## src/design/xmbr_pkg.sv

```systemverilog
// Package for the XMODEM block receiver: sizes, control characters,
// event kinds and status codes shared by the design.
// No dependencies.
package xmbr_pkg;

    // Data bytes in one block and total size of the receive buffer.
    localparam int BLOCK_BYTES  = 128;
    localparam int BUFFER_BYTES = 65536;

    // Width of the accepted byte count (holds BUFFER_BYTES itself).
    localparam int ACC_W = $clog2(BUFFER_BYTES + 1);
    // Width of the index within one block.
    localparam int IDX_W = (BLOCK_BYTES > 1) ? $clog2(BLOCK_BYTES) : 1;

    localparam logic [ACC_W-1:0] BLOCK_STEP    = ACC_W'(BLOCK_BYTES);
    localparam logic [ACC_W:0]   BUFFER_LIMIT  = (ACC_W + 1)'(BUFFER_BYTES);
    localparam logic [IDX_W-1:0] LAST_INDEX    = IDX_W'(BLOCK_BYTES - 1);

    localparam logic [31:0] NAK_INTERVAL_RESET = 32'd3030101;

    // Control characters of the protocol.
    localparam logic [7:0] CH_SOH = 8'h01;
    localparam logic [7:0] CH_EOT = 8'h04;
    localparam logic [7:0] CH_ACK = 8'h06;
    localparam logic [7:0] CH_NAK = 8'h15;
    localparam logic [7:0] CH_CAN = 8'h18;
    localparam logic [7:0] CMP_OK = 8'hFF;

    // Input event kinds.
    localparam logic [1:0] KIND_BYTE    = 2'd0;
    localparam logic [1:0] KIND_TICK    = 2'd1;
    localparam logic [1:0] KIND_RESTART = 2'd2;

    // Transfer status codes.
    localparam logic [1:0] ST_RUNNING   = 2'd0;
    localparam logic [1:0] ST_DONE      = 2'd1;
    localparam logic [1:0] ST_CANCELLED = 2'd2;
    localparam logic [1:0] ST_ERROR     = 2'd3;

endpackage

```

## src/design/xmodem_block_receiver.sv

```systemverilog
// XMODEM receiver with an 8-bit additive checksum, single module.
// Depends on xmbr_pkg for sizes, control characters and status codes.
//
//  Channel   Direction  Handshake           Payload
//  -------   ---------  ------------------  ---------------------------------------
//  input     in         in_valid/in_stall   kind, rx_byte
//  result    out        out_valid/out_stall send_valid, send_code, store_valid,
//                                           store_addr, store_data, status,
//                                           received_size
//  config    in         cfg_write_en        cfg_write_data (nak_interval)
//
// Every accepted event produces exactly one result: it is held in the input
// register, then passes through the protocol logic into the result register.
// One event can be accepted in every cycle while in_stall is low.
// Reset clears the protocol state and loads nak_interval with its default.
// While a result waits under out_stall, the input register still takes one
// more event; in_stall rises only when both registers are occupied.
module xmodem_block_receiver
(
    input  logic        clk,
    input  logic        rst_n,

    input  logic        in_valid,
    output logic        in_stall,
    input  logic [1:0]  kind,
    input  logic [7:0]  rx_byte,

    output logic        out_valid,
    input  logic        out_stall,
    output logic        send_valid,
    output logic [7:0]  send_code,
    output logic        store_valid,
    output logic [15:0] store_addr,
    output logic [7:0]  store_data,
    output logic [1:0]  status,
    output logic [16:0] received_size,

    input  logic        cfg_write_en,
    input  logic [31:0] cfg_write_data
);

    // Parsing phase of the transfer.
    typedef enum logic [2:0] {
        PH_CTRL,
        PH_NUM,
        PH_CMP,
        PH_DATA,
        PH_SUM,
        PH_DONE,
        PH_CANCEL,
        PH_ERROR
    } phase_t;

    // Configuration register.
    logic [31:0] nak_interval_reg;

    // Input register.
    logic        in_full_reg;
    logic [1:0]  kind_reg;
    logic [7:0]  byte_reg;

    // Protocol state.
    phase_t                     phase_reg, phase_next;
    logic [7:0]                 expected_reg, expected_next;
    logic [7:0]                 got_reg, got_next;
    logic [xmbr_pkg::IDX_W-1:0] index_reg, index_next;
    logic [7:0]                 sum_reg, sum_next;
    logic                       started_reg, started_next;
    logic [xmbr_pkg::ACC_W-1:0] accepted_reg, accepted_next;
    logic [31:0]                ticks_reg, ticks_next;

    // Result register.
    logic        out_full_reg;
    logic        send_valid_reg, send_valid_next;
    logic [7:0]  send_code_reg, send_code_next;
    logic        store_valid_reg, store_valid_next;
    logic [15:0] store_addr_reg, store_addr_next;
    logic [7:0]  store_data_reg, store_data_next;
    logic [1:0]  status_reg, status_next;
    logic [16:0] size_reg, size_next;

    logic out_hold;
    logic step;
    logic [31:0] ticks_inc;
    logic [xmbr_pkg::ACC_W-1:0] addr_sum;

    // The result register is blocked while its content is not taken.
    assign out_hold = out_full_reg && out_stall;
    // The event in the input register moves into the result register.
    assign step     = in_full_reg && !out_hold;
    assign in_stall = in_full_reg && out_hold;

    assign ticks_inc = ticks_reg + 32'd1;
    assign addr_sum  = accepted_reg + xmbr_pkg::ACC_W'(index_reg);

    always_comb
    begin
        phase_next    = phase_reg;
        expected_next = expected_reg;
        got_next      = got_reg;
        index_next    = index_reg;
        sum_next      = sum_reg;
        started_next  = started_reg;
        accepted_next = accepted_reg;
        ticks_next    = ticks_reg;

        send_valid_next  = 1'b0;
        send_code_next   = 8'h00;
        store_valid_next = 1'b0;
        store_addr_next  = 16'h0000;
        store_data_next  = 8'h00;

        case (kind_reg)
            xmbr_pkg::KIND_RESTART:
            begin
                phase_next    = PH_CTRL;
                expected_next = 8'd1;
                got_next      = 8'd0;
                index_next    = '0;
                sum_next      = 8'd0;
                started_next  = 1'b0;
                accepted_next = '0;
                ticks_next    = 32'd0;
            end
            xmbr_pkg::KIND_TICK:
            begin
                // Idle ticks only prompt the sender before the first block.
                if (phase_reg == PH_CTRL && !started_reg)
                begin
                    if (ticks_inc >= nak_interval_reg)
                    begin
                        ticks_next      = 32'd0;
                        send_valid_next = 1'b1;
                        send_code_next  = xmbr_pkg::CH_NAK;
                    end
                    else
                    begin
                        ticks_next = ticks_inc;
                    end
                end
            end
            xmbr_pkg::KIND_BYTE:
            begin
                case (phase_reg)
                    PH_CTRL:
                    begin
                        ticks_next = 32'd0;
                        if (byte_reg == xmbr_pkg::CH_CAN)
                        begin
                            phase_next = PH_CANCEL;
                        end
                        else if (byte_reg == xmbr_pkg::CH_EOT)
                        begin
                            send_valid_next = 1'b1;
                            send_code_next  = xmbr_pkg::CH_ACK;
                            phase_next      = PH_DONE;
                        end
                        else if (byte_reg == xmbr_pkg::CH_SOH)
                        begin
                            started_next = 1'b1;
                            if (({1'b0, accepted_reg} + {1'b0, xmbr_pkg::BLOCK_STEP})
                                > xmbr_pkg::BUFFER_LIMIT)
                            begin
                                phase_next = PH_ERROR;
                            end
                            else
                            begin
                                phase_next = PH_NUM;
                            end
                        end
                        else if (started_reg)
                        begin
                            // A stray byte after the transfer started is fatal.
                            phase_next = PH_ERROR;
                        end
                    end
                    PH_NUM:
                    begin
                        got_next = byte_reg;
                        if (byte_reg != expected_reg)
                        begin
                            send_valid_next = 1'b1;
                            send_code_next  = xmbr_pkg::CH_NAK;
                            phase_next      = PH_CTRL;
                        end
                        else
                        begin
                            phase_next = PH_CMP;
                        end
                    end
                    PH_CMP:
                    begin
                        if (8'(got_reg + byte_reg) != xmbr_pkg::CMP_OK)
                        begin
                            send_valid_next = 1'b1;
                            send_code_next  = xmbr_pkg::CH_NAK;
                            phase_next      = PH_CTRL;
                        end
                        else
                        begin
                            index_next = '0;
                            sum_next   = 8'd0;
                            phase_next = PH_DATA;
                        end
                    end
                    PH_DATA:
                    begin
                        store_valid_next = 1'b1;
                        store_addr_next  = addr_sum[15:0];
                        store_data_next  = byte_reg;
                        sum_next         = sum_reg + byte_reg;
                        index_next       = index_reg + 1'b1;
                        if (index_reg == xmbr_pkg::LAST_INDEX)
                        begin
                            phase_next = PH_SUM;
                        end
                    end
                    PH_SUM:
                    begin
                        send_valid_next = 1'b1;
                        if (byte_reg == sum_reg)
                        begin
                            send_code_next = xmbr_pkg::CH_ACK;
                            expected_next  = expected_reg + 8'd1;
                            accepted_next  = accepted_reg + xmbr_pkg::BLOCK_STEP;
                        end
                        else
                        begin
                            send_code_next = xmbr_pkg::CH_NAK;
                        end
                        index_next = '0;
                        sum_next   = 8'd0;
                        phase_next = PH_CTRL;
                    end
                    default:
                    begin
                        // Finished transfer: nothing changes until a restart.
                    end
                endcase
            end
            default:
            begin
                // Unused event kind is ignored.
            end
        endcase

        case (phase_next)
            PH_DONE:   status_next = xmbr_pkg::ST_DONE;
            PH_CANCEL: status_next = xmbr_pkg::ST_CANCELLED;
            PH_ERROR:  status_next = xmbr_pkg::ST_ERROR;
            default:   status_next = xmbr_pkg::ST_RUNNING;
        endcase
        size_next = 17'(accepted_next);
    end

    always_ff @(posedge clk or negedge rst_n)
    begin
        if (!rst_n)
        begin
            nak_interval_reg <= xmbr_pkg::NAK_INTERVAL_RESET;
            in_full_reg      <= 1'b0;
            out_full_reg     <= 1'b0;
            phase_reg        <= PH_CTRL;
            expected_reg     <= 8'd1;
            got_reg          <= 8'd0;
            index_reg        <= '0;
            sum_reg          <= 8'd0;
            started_reg      <= 1'b0;
            accepted_reg     <= '0;
            ticks_reg        <= 32'd0;
        end
        else
        begin
            if (cfg_write_en)
            begin
                nak_interval_reg <= cfg_write_data;
            end

            if (in_valid && !in_stall)
            begin
                in_full_reg <= 1'b1;
            end
            else if (step)
            begin
                in_full_reg <= 1'b0;
            end

            if (step)
            begin
                out_full_reg <= 1'b1;
                phase_reg    <= phase_next;
                expected_reg <= expected_next;
                got_reg      <= got_next;
                index_reg    <= index_next;
                sum_reg      <= sum_next;
                started_reg  <= started_next;
                accepted_reg <= accepted_next;
                ticks_reg    <= ticks_next;
            end
            else if (!out_stall)
            begin
                out_full_reg <= 1'b0;
            end
        end
    end

    // Payload registers carry no reset.
    always_ff @(posedge clk)
    begin
        if (in_valid && !in_stall)
        begin
            kind_reg <= kind;
            byte_reg <= rx_byte;
        end
        if (step)
        begin
            send_valid_reg  <= send_valid_next;
            send_code_reg   <= send_code_next;
            store_valid_reg <= store_valid_next;
            store_addr_reg  <= store_addr_next;
            store_data_reg  <= store_data_next;
            status_reg      <= status_next;
            size_reg        <= size_next;
        end
    end

    assign out_valid     = out_full_reg;
    assign send_valid    = send_valid_reg;
    assign send_code     = send_code_reg;
    assign store_valid   = store_valid_reg;
    assign store_addr    = store_addr_reg;
    assign store_data    = store_data_reg;
    assign status        = status_reg;
    assign received_size = size_reg;

endmodule

```

## config.mk

```make
export PLATFORM = sky130hd
export DESIGN_NAME = xmodem_block_receiver
export DESIGN_NICKNAME = d
export VERILOG_FILES = /design/src/design/xmbr_pkg.sv /design/src/design/xmodem_block_receiver.sv
export SDC_FILE = /design/constraint.sdc
export NUM_CORES = 1
export LEC_CHECK = 0
export BUFFER_PORTS_ARGS = -buffer_cell sky130_fd_sc_hd__buf_2
export CAP_MARGIN = 0
export CORE_MARGIN = 5
export CORE_UTILIZATION = 48
export CTS_CLUSTER_SIZE = 8
export DETAILED_ROUTE_END_ITERATION = 7
export PLACE_DENSITY = 0.77
export RECOVER_POWER = 50
export SLEW_MARGIN = 20
export SYNTH_ARGS = -nofsm -noshare
export SYNTH_HDL_FRONTEND = slang
export SYNTH_SLANG_ARGS = --single-unit
```

## constraint.sdc

```tcl
create_clock -name clk -period 3.12 [get_ports clk]
set_input_delay 0.468 -clock clk [delete_from_list [all_inputs] [get_ports clk]]
set_output_delay 0.468 -clock clk [all_outputs]
set_load 0.01 [all_outputs]
```

==> flow_summary.toml, run 1 <==
[status]
status = "finished, violations left"
failed_checks = "max-capacitance violations, max-slew violations, negative setup slack"

[timing]
max_freq_ghz = 0.300
holdWs_ns = 0.204
slew_viol_final = 98
worstMarginPinSlew_ns = 2.16
fin_ws_ns = -0.211
period_needed_ns = 3.33
hold_viol = 0
relSlewSlack_pct = -44.3
fin_crit_sh_pct = 107
rsz0062_at_grt = "yes"
setup_violations = 33
fin_worst_skew_ns = 0.00974

[global_route]
antenna_found_initial = 1
grt_pass1_vias = 7929
grt_max_degree = 64
grt_first_pass_wirelength_um = 39600
grtUsageTotal_pct = 20.2
grt-ovfl-total = 0

[synthesis]
synth_top_area_share_pct = 25.9
synth_edf_count = 57
yosys.area.top_type = "dfrtp_1"
ys_seq_area_share_pct = 46.2
yosysMostFrequentCell = "nand2_1"
synthFlopType = "dfrtp_1"
yosysWarningCount = 0
syn-mean-instance-area_um2 = 9.90
ys_types = 87
ys_seq_elements = 175
synthArstFlopShare_pct = 67.4
synthCells = 1023
synth.area.top_cells = "dfrtp_1 (26%), edfxtp_1 (17%), ha_1 (7.0%)"
synth_common_cells = "nand2_1 (136), dfrtp_1 (105), o21ai_0 (76), edfxtp_1 (57), ha_1 (57)"
syn-cell-area_um2 = 10100

[floorplanning]
start_util_pct = 48.5
dieHeight_um = 155
io-pin-count = 102
core_area_um2 = 20900
die-width_um = 155
num_rows = 53
die_area_um2 = 24100

[finish]
stdcell_area_um2 = 12100
n_antenna_cell = 0
drive_gt1_share_pct = 23.7
syn2layout_area_growth_pct = 19.2
utilization_pct = 57.8
layout.nets = 1278

[cts]
clk_path_buf_depth = 2
cts_tree = "yes"
htree_levels = 4
clk_pin_slew_worst_paths_ns = 0.07
root_buffer = "clkbuf_16"
clkLatencyLatePin_ns = 0.44
cts_made_buffers = 17
cts_sinks = 175

[routing]
viasPerCell = 5.64
route.vias.total = 8234
drt_first_pass_iters = 8
wirelength_um = 24600
wl_per_cell_um = 16.9
ant_nets = 0
drc = 0
drtIter0Drc = 685

[worst_setup_path]
crit_required_ns = 3.44
crit_path_end_kind = "flop"
cp_data_arrival_time_ns = 3.65
critPathKind = "flop to flop"
path_max_fanout = 6
start_kind = "flop"

[pwr]
p_leak_nw = 5.45
p_total_w = 0.00548
peakVddDrop_v = 0.000413
p_per_area_nw_per_um2 = 454

[min_path]
hold_path_class = "input port to flop"

[placed_design]
dp_slack_ns = -0.317
place_area_um2 = 11300
io_buffer_count = 97
hpwl_um = 17200
gp_congestion = 0.921

[job]
drv_cap = 2
-- what timing repair did --
item,in CTS,in global routing
pin swaps,14,20
hold buffers,1,0
endpoints found under the hold margin,3,0
buffers inserted,2,6
gates resized for setup,17,24
gates cloned,2,2
endpoints found under the setup margin,34,38
-- worst max-delay path, cell delays in order, from the launching register on --
cell     delay (ns)
dfrtp_1        0.39
ha_4           0.16
nand4_4        0.08
buf_6          0.14
nor4_4         0.14
and3_1         0.21
buf_6          0.13
nand2_4        0.07
xnor2_2        0.16
ha_1           0.30
nand4_1        0.13
nor4_2         0.28
o21ai_1        0.12
a31oi_2        0.23
o31ai_4        0.14
and2_4         0.20
buf_6          0.12
a32o_1         0.21
-- metal layers --
layer / vias to the layer above / wire length (um) / GRT usage [%]
met5: - / 0 / 0
met4: 0 / 493 / 7.09
met3: 39 / 1200 / 3.12
met2: 242 / 11600 / 32.3
met1: 3989 / 11300 / 28.2
li1: 3964 / - / -
-- layout by cell type (no fill, tap or decap), drive strengths merged, types with 13 or more instances in the layout --
master,synthesis,final
and3,24,24
o31ai,24,25
a32o,20,20
buf,25,164
nand2,138,138
nor3,25,25
nor4,13,13
nand3,24,24
edfxtp,57,57
xnor2,26,26
nor2,56,56
xor2,30,30
ha,57,57
o21ai,96,96
a21oi,35,35
dfrtp,105,105
and2,29,32
clkbuf,31,30
nand4,18,18
dfstp,13,13
inv,53,58
-- kinds of logic (layout without fill, tap and decap cells) --
| family | after synthesis | count (layout) | share of synthesized area [%] |
|---|---|---|---|
| compound gates | 239 | 240 | 16.2 |
| xor+xnor | 57 | 57 | 5.08 |
| fa+ha+maj | 60 | 60 | 7.63 |
| buf+inv | 110 | 264 | 4.93 |
| flops | 175 | 175 | 46.2 |
| mux | 5 | 5 | 0.519 |
| other cells | 1 | 4 | 0.0370 |
| simple gates | 376 | 379 | 19.4 |
-- path summary, 6_finish.rpt --
path | startpoint | end | slack (ns) | cells past startpoint
setup / recovery | ticks_reg[1]$_DFFE_PN0P_ | ticks_reg[16]$_DFFE_PN0P_ | -0.21 | 17
hold / removal | kind[1] | kind_reg[1]$_DFFE_PP_ | 0.20 | 1
setup reg to reg | ticks_reg[1]$_DFFE_PN0P_ | ticks_reg[16]$_DFFE_PN0P_ | -0.21 | 17
hold reg to reg | got_reg[2]$_DFFE_PN0P_ | got_reg[2]$_DFFE_PN0P_ | 0.49 | 2
max in group asynchronous | rst_n | ticks_reg[16]$_DFFE_PN0P_ | 0.31 | 3
min in group asynchronous | rst_n | ticks_reg[30]$_DFFE_PN0P_ | 1.11 | 2
-- cell type report --
cell class,instances,area (um^2)
Clock inverter,15,135
Tap cell,275,344
Timing Repair Buffer,178,1100
Multi-Input combinational cell,745,5180
Sequential cell,175,4680
Inverter,54,203
Clock buffer,17,425
Fill cell,1792,8820
-- power breakdown --
group	total, W	switching (W)	internal (W)
combinational	0.000786	0.000491	0.000296
clock	0.00206	0.000954	0.00111
sequential	0.00263	0.000113	0.00252
total	0.00548	0.00156	0.00392
-- per-stage QoR --
step                      setup TNS (ns)  instances
final                              -4.22       1459
after global routing              -17.99       1459
after CTS                          -4.17       1451
after detailed placement           -8.80       1414
after global placement             -3.35       1414
after floorplan                        0       1026
Note: power is estimated with default switching activity, not from simulation.
==> inputs of run 2 (changes only) <==
- BUFFER_PORTS_ARGS: -buffer_cell sky130_fd_sc_hd__buf_2 -> default
- DONT_BUFFER_PORTS: default -> 1
- PLACE_DENSITY: 0.77 -> 0.66
==> flow_summary.toml, run 2 (same netlist as run 1, synthesis figures left out) <==
[status]
status = "finished, violations left"
failed_checks = "negative hold slack, negative setup slack"

[floorplanning]
core_area_um2 = 20900
die-width_um = 155
die_area_um2 = 24100
start_util_pct = 48.5
io-pin-count = 102
dieHeight_um = 155
num_rows = 53

[cts]
clk_pin_slew_worst_paths_ns = 0.07
clk_path_buf_depth = 2
root_buffer = "clkbuf_16"
htree_levels = 4
cts_sinks = 175
cts_made_buffers = 17
clkLatencyLatePin_ns = 0.43
cts_tree = "yes"

[placed_design]
gp_congestion = 0.902
dpl.cell_count = 1334
hpwl_um = 17000
place_area_um2 = 10900
io_buffer_count = 0

[worst_setup_path]
cp_top_family = "simple AND/OR/NAND/NOR gates"
critPathKind = "flop to flop"
crit_buf_inv = 2
critPathMaxStageDelay_ns = 0.42
path_cells = "buf_6 > and2_4 > and2_4 > and4_4 > and3_4 > xor2_2 > ha_1 > nand4_1 > nor4_4 > o21ai_1 > a31oi_2 > o31ai_4 > and2_4 > clkbuf_16 > a32o_1"
crit_top_cell = "and2_4"
crit_required_ns = 3.44
crit_path_end_kind = "flop"
critical_path.slowest_cell = "dfrtp_1"
start_kind = "flop"
cp_data_arrival_time_ns = 3.78
path_max_fanout = 7

[pwr]
p_leak_nw = 5.20
p_total_w = 0.00532
peakVddDrop_v = 0.000343
p_per_area_nw_per_um2 = 452

[finish]
syn2layout_area_growth_pct = 16.4
drive_gt1_share_pct = 19.8
layout.nets = 1201
stdcell_area_um2 = 11800
layout_common_cells = "nand2_1 (135), dfrtp_1 (104), buf_4 (99), o21ai_0 (73), edfxtp_1 (57)"
layoutNonFillerInstCount = 1382
mostFrequentLayoutCell = "nand2_1"
n_fill_cell = 1837
n_antenna_cell = 0

[global_route]
grt_max_degree = 119
grt-ovfl-total = 0
antenna_found_initial = 0
grt_pass1_vias = 7509
grtUsageTotal_pct = 20.2
grt_first_pass_wirelength_um = 39400

[timing]
max_freq_ghz = 0.289
worstMarginPinSlew_ns = 0.802
setup_violations = 34
relSlewSlack_pct = 46.4
slew_viol_final = 0
rsz0062_at_grt = "yes"
tns_ns = -9.13
fin_worst_skew_ns = 0.0104
holdWs_ns = -0.268
fin_crit_sh_pct = 111
period_needed_ns = 3.47
hold_viol = 118
fin_ws_ns = -0.346

[min_path]
hold_path_class = "input port to asynchronous set/reset pin"

[routing]
drc = 0
drtIter0Drc = 523
wirelength_um = 24100
viasPerCell = 5.59
route.vias.total = 7720
wl_per_cell_um = 17.5
drt_first_pass_iters = 5
ant_nets = 0

[job]
drv_cap = 0
run 2: through the flow:
stage,util [%],setup slack [ns]
floorplan,-,0.0151
global placement,52.1,-0.552
detailed placement,52.1,-0.619
CTS,55.5,-0.284
global route,56.4,-0.471
finish,56.4,-0.346
run 2: timing repair:
action | CTS | global route
pin swaps | 15 | 22
hold endpoints to repair | 118 | 118
endpoints found under the setup margin | 34 | 45
cloned | 0 | 2
setup buffers | 12 | 3
gates resized for setup | 17 | 26
run 2: layout make-up:
class	count	area [um^2]	share of cell area (%)
tap	275	344	2.92
timing repair buffer	104	822	6.97
multi-input combinational	742	5200	44.2
inverter	54	203	1.72
clock inverter	13	88.8	0.754
clock buffer	19	443	3.76
sequential	175	4680	39.7
run 2: worst paths after layout:
path                                                from                               end  slack (ns)  cells past startpoint
min in group clk                            cfg_write_en  nak_interval_reg[10]$_DFFE_PN1P_        0.10                      1
worst max register to register  ticks_reg[0]$_DFFE_PN0P_         ticks_reg[10]$_DFFE_PN0P_       -0.35                     15
worst max-delay path            ticks_reg[0]$_DFFE_PN0P_         ticks_reg[10]$_DFFE_PN0P_       -0.35                     15
max in group asynchronous                          rst_n  nak_interval_reg[21]$_DFFE_PN1P_        3.11                      0
worst min register to register    sum_reg[3]$_DFFE_PN0P_            sum_reg[3]$_DFFE_PN0P_        0.49                      2
worst min-delay path                               rst_n            sum_reg[2]$_DFFE_PN0P_       -0.27                      0
run 2: routing by layer:
metal	GRT usage (%)	share of wire, %
met3	3.06	4.5
met1	30.7	49
met2	29.8	45
met4	6.25	1.5
met5	0	0
run 2: worst register-to-register path: cells and delay by family (launching register included):
kind / cells / cell delay (ns)
buffers and inverters: 2 / 0.30
flip-flops: 1 / 0.42
AO/OA/AOI/OAI: 4 / 0.77
AND/OR/NAND/NOR: 7 / 1.43
adder cells (fa/ha/maj): 1 / 0.29
XOR/XNOR: 1 / 0.14
run 2: where the power goes:
| part | leakage, nW | switching (W) | total (W) | internal (W) |
|---|---|---|---|---|
| sequential | 2.12 | 0.000112 | 0.00263 | 0.00252 |
| combinational | 2.81 | 0.000435 | 0.000708 | 0.000273 |
| clock | 0.266 | 0.000939 | 0.00198 | 0.00104 |
| total | 5.20 | 0.00149 | 0.00532 | 0.00384 |
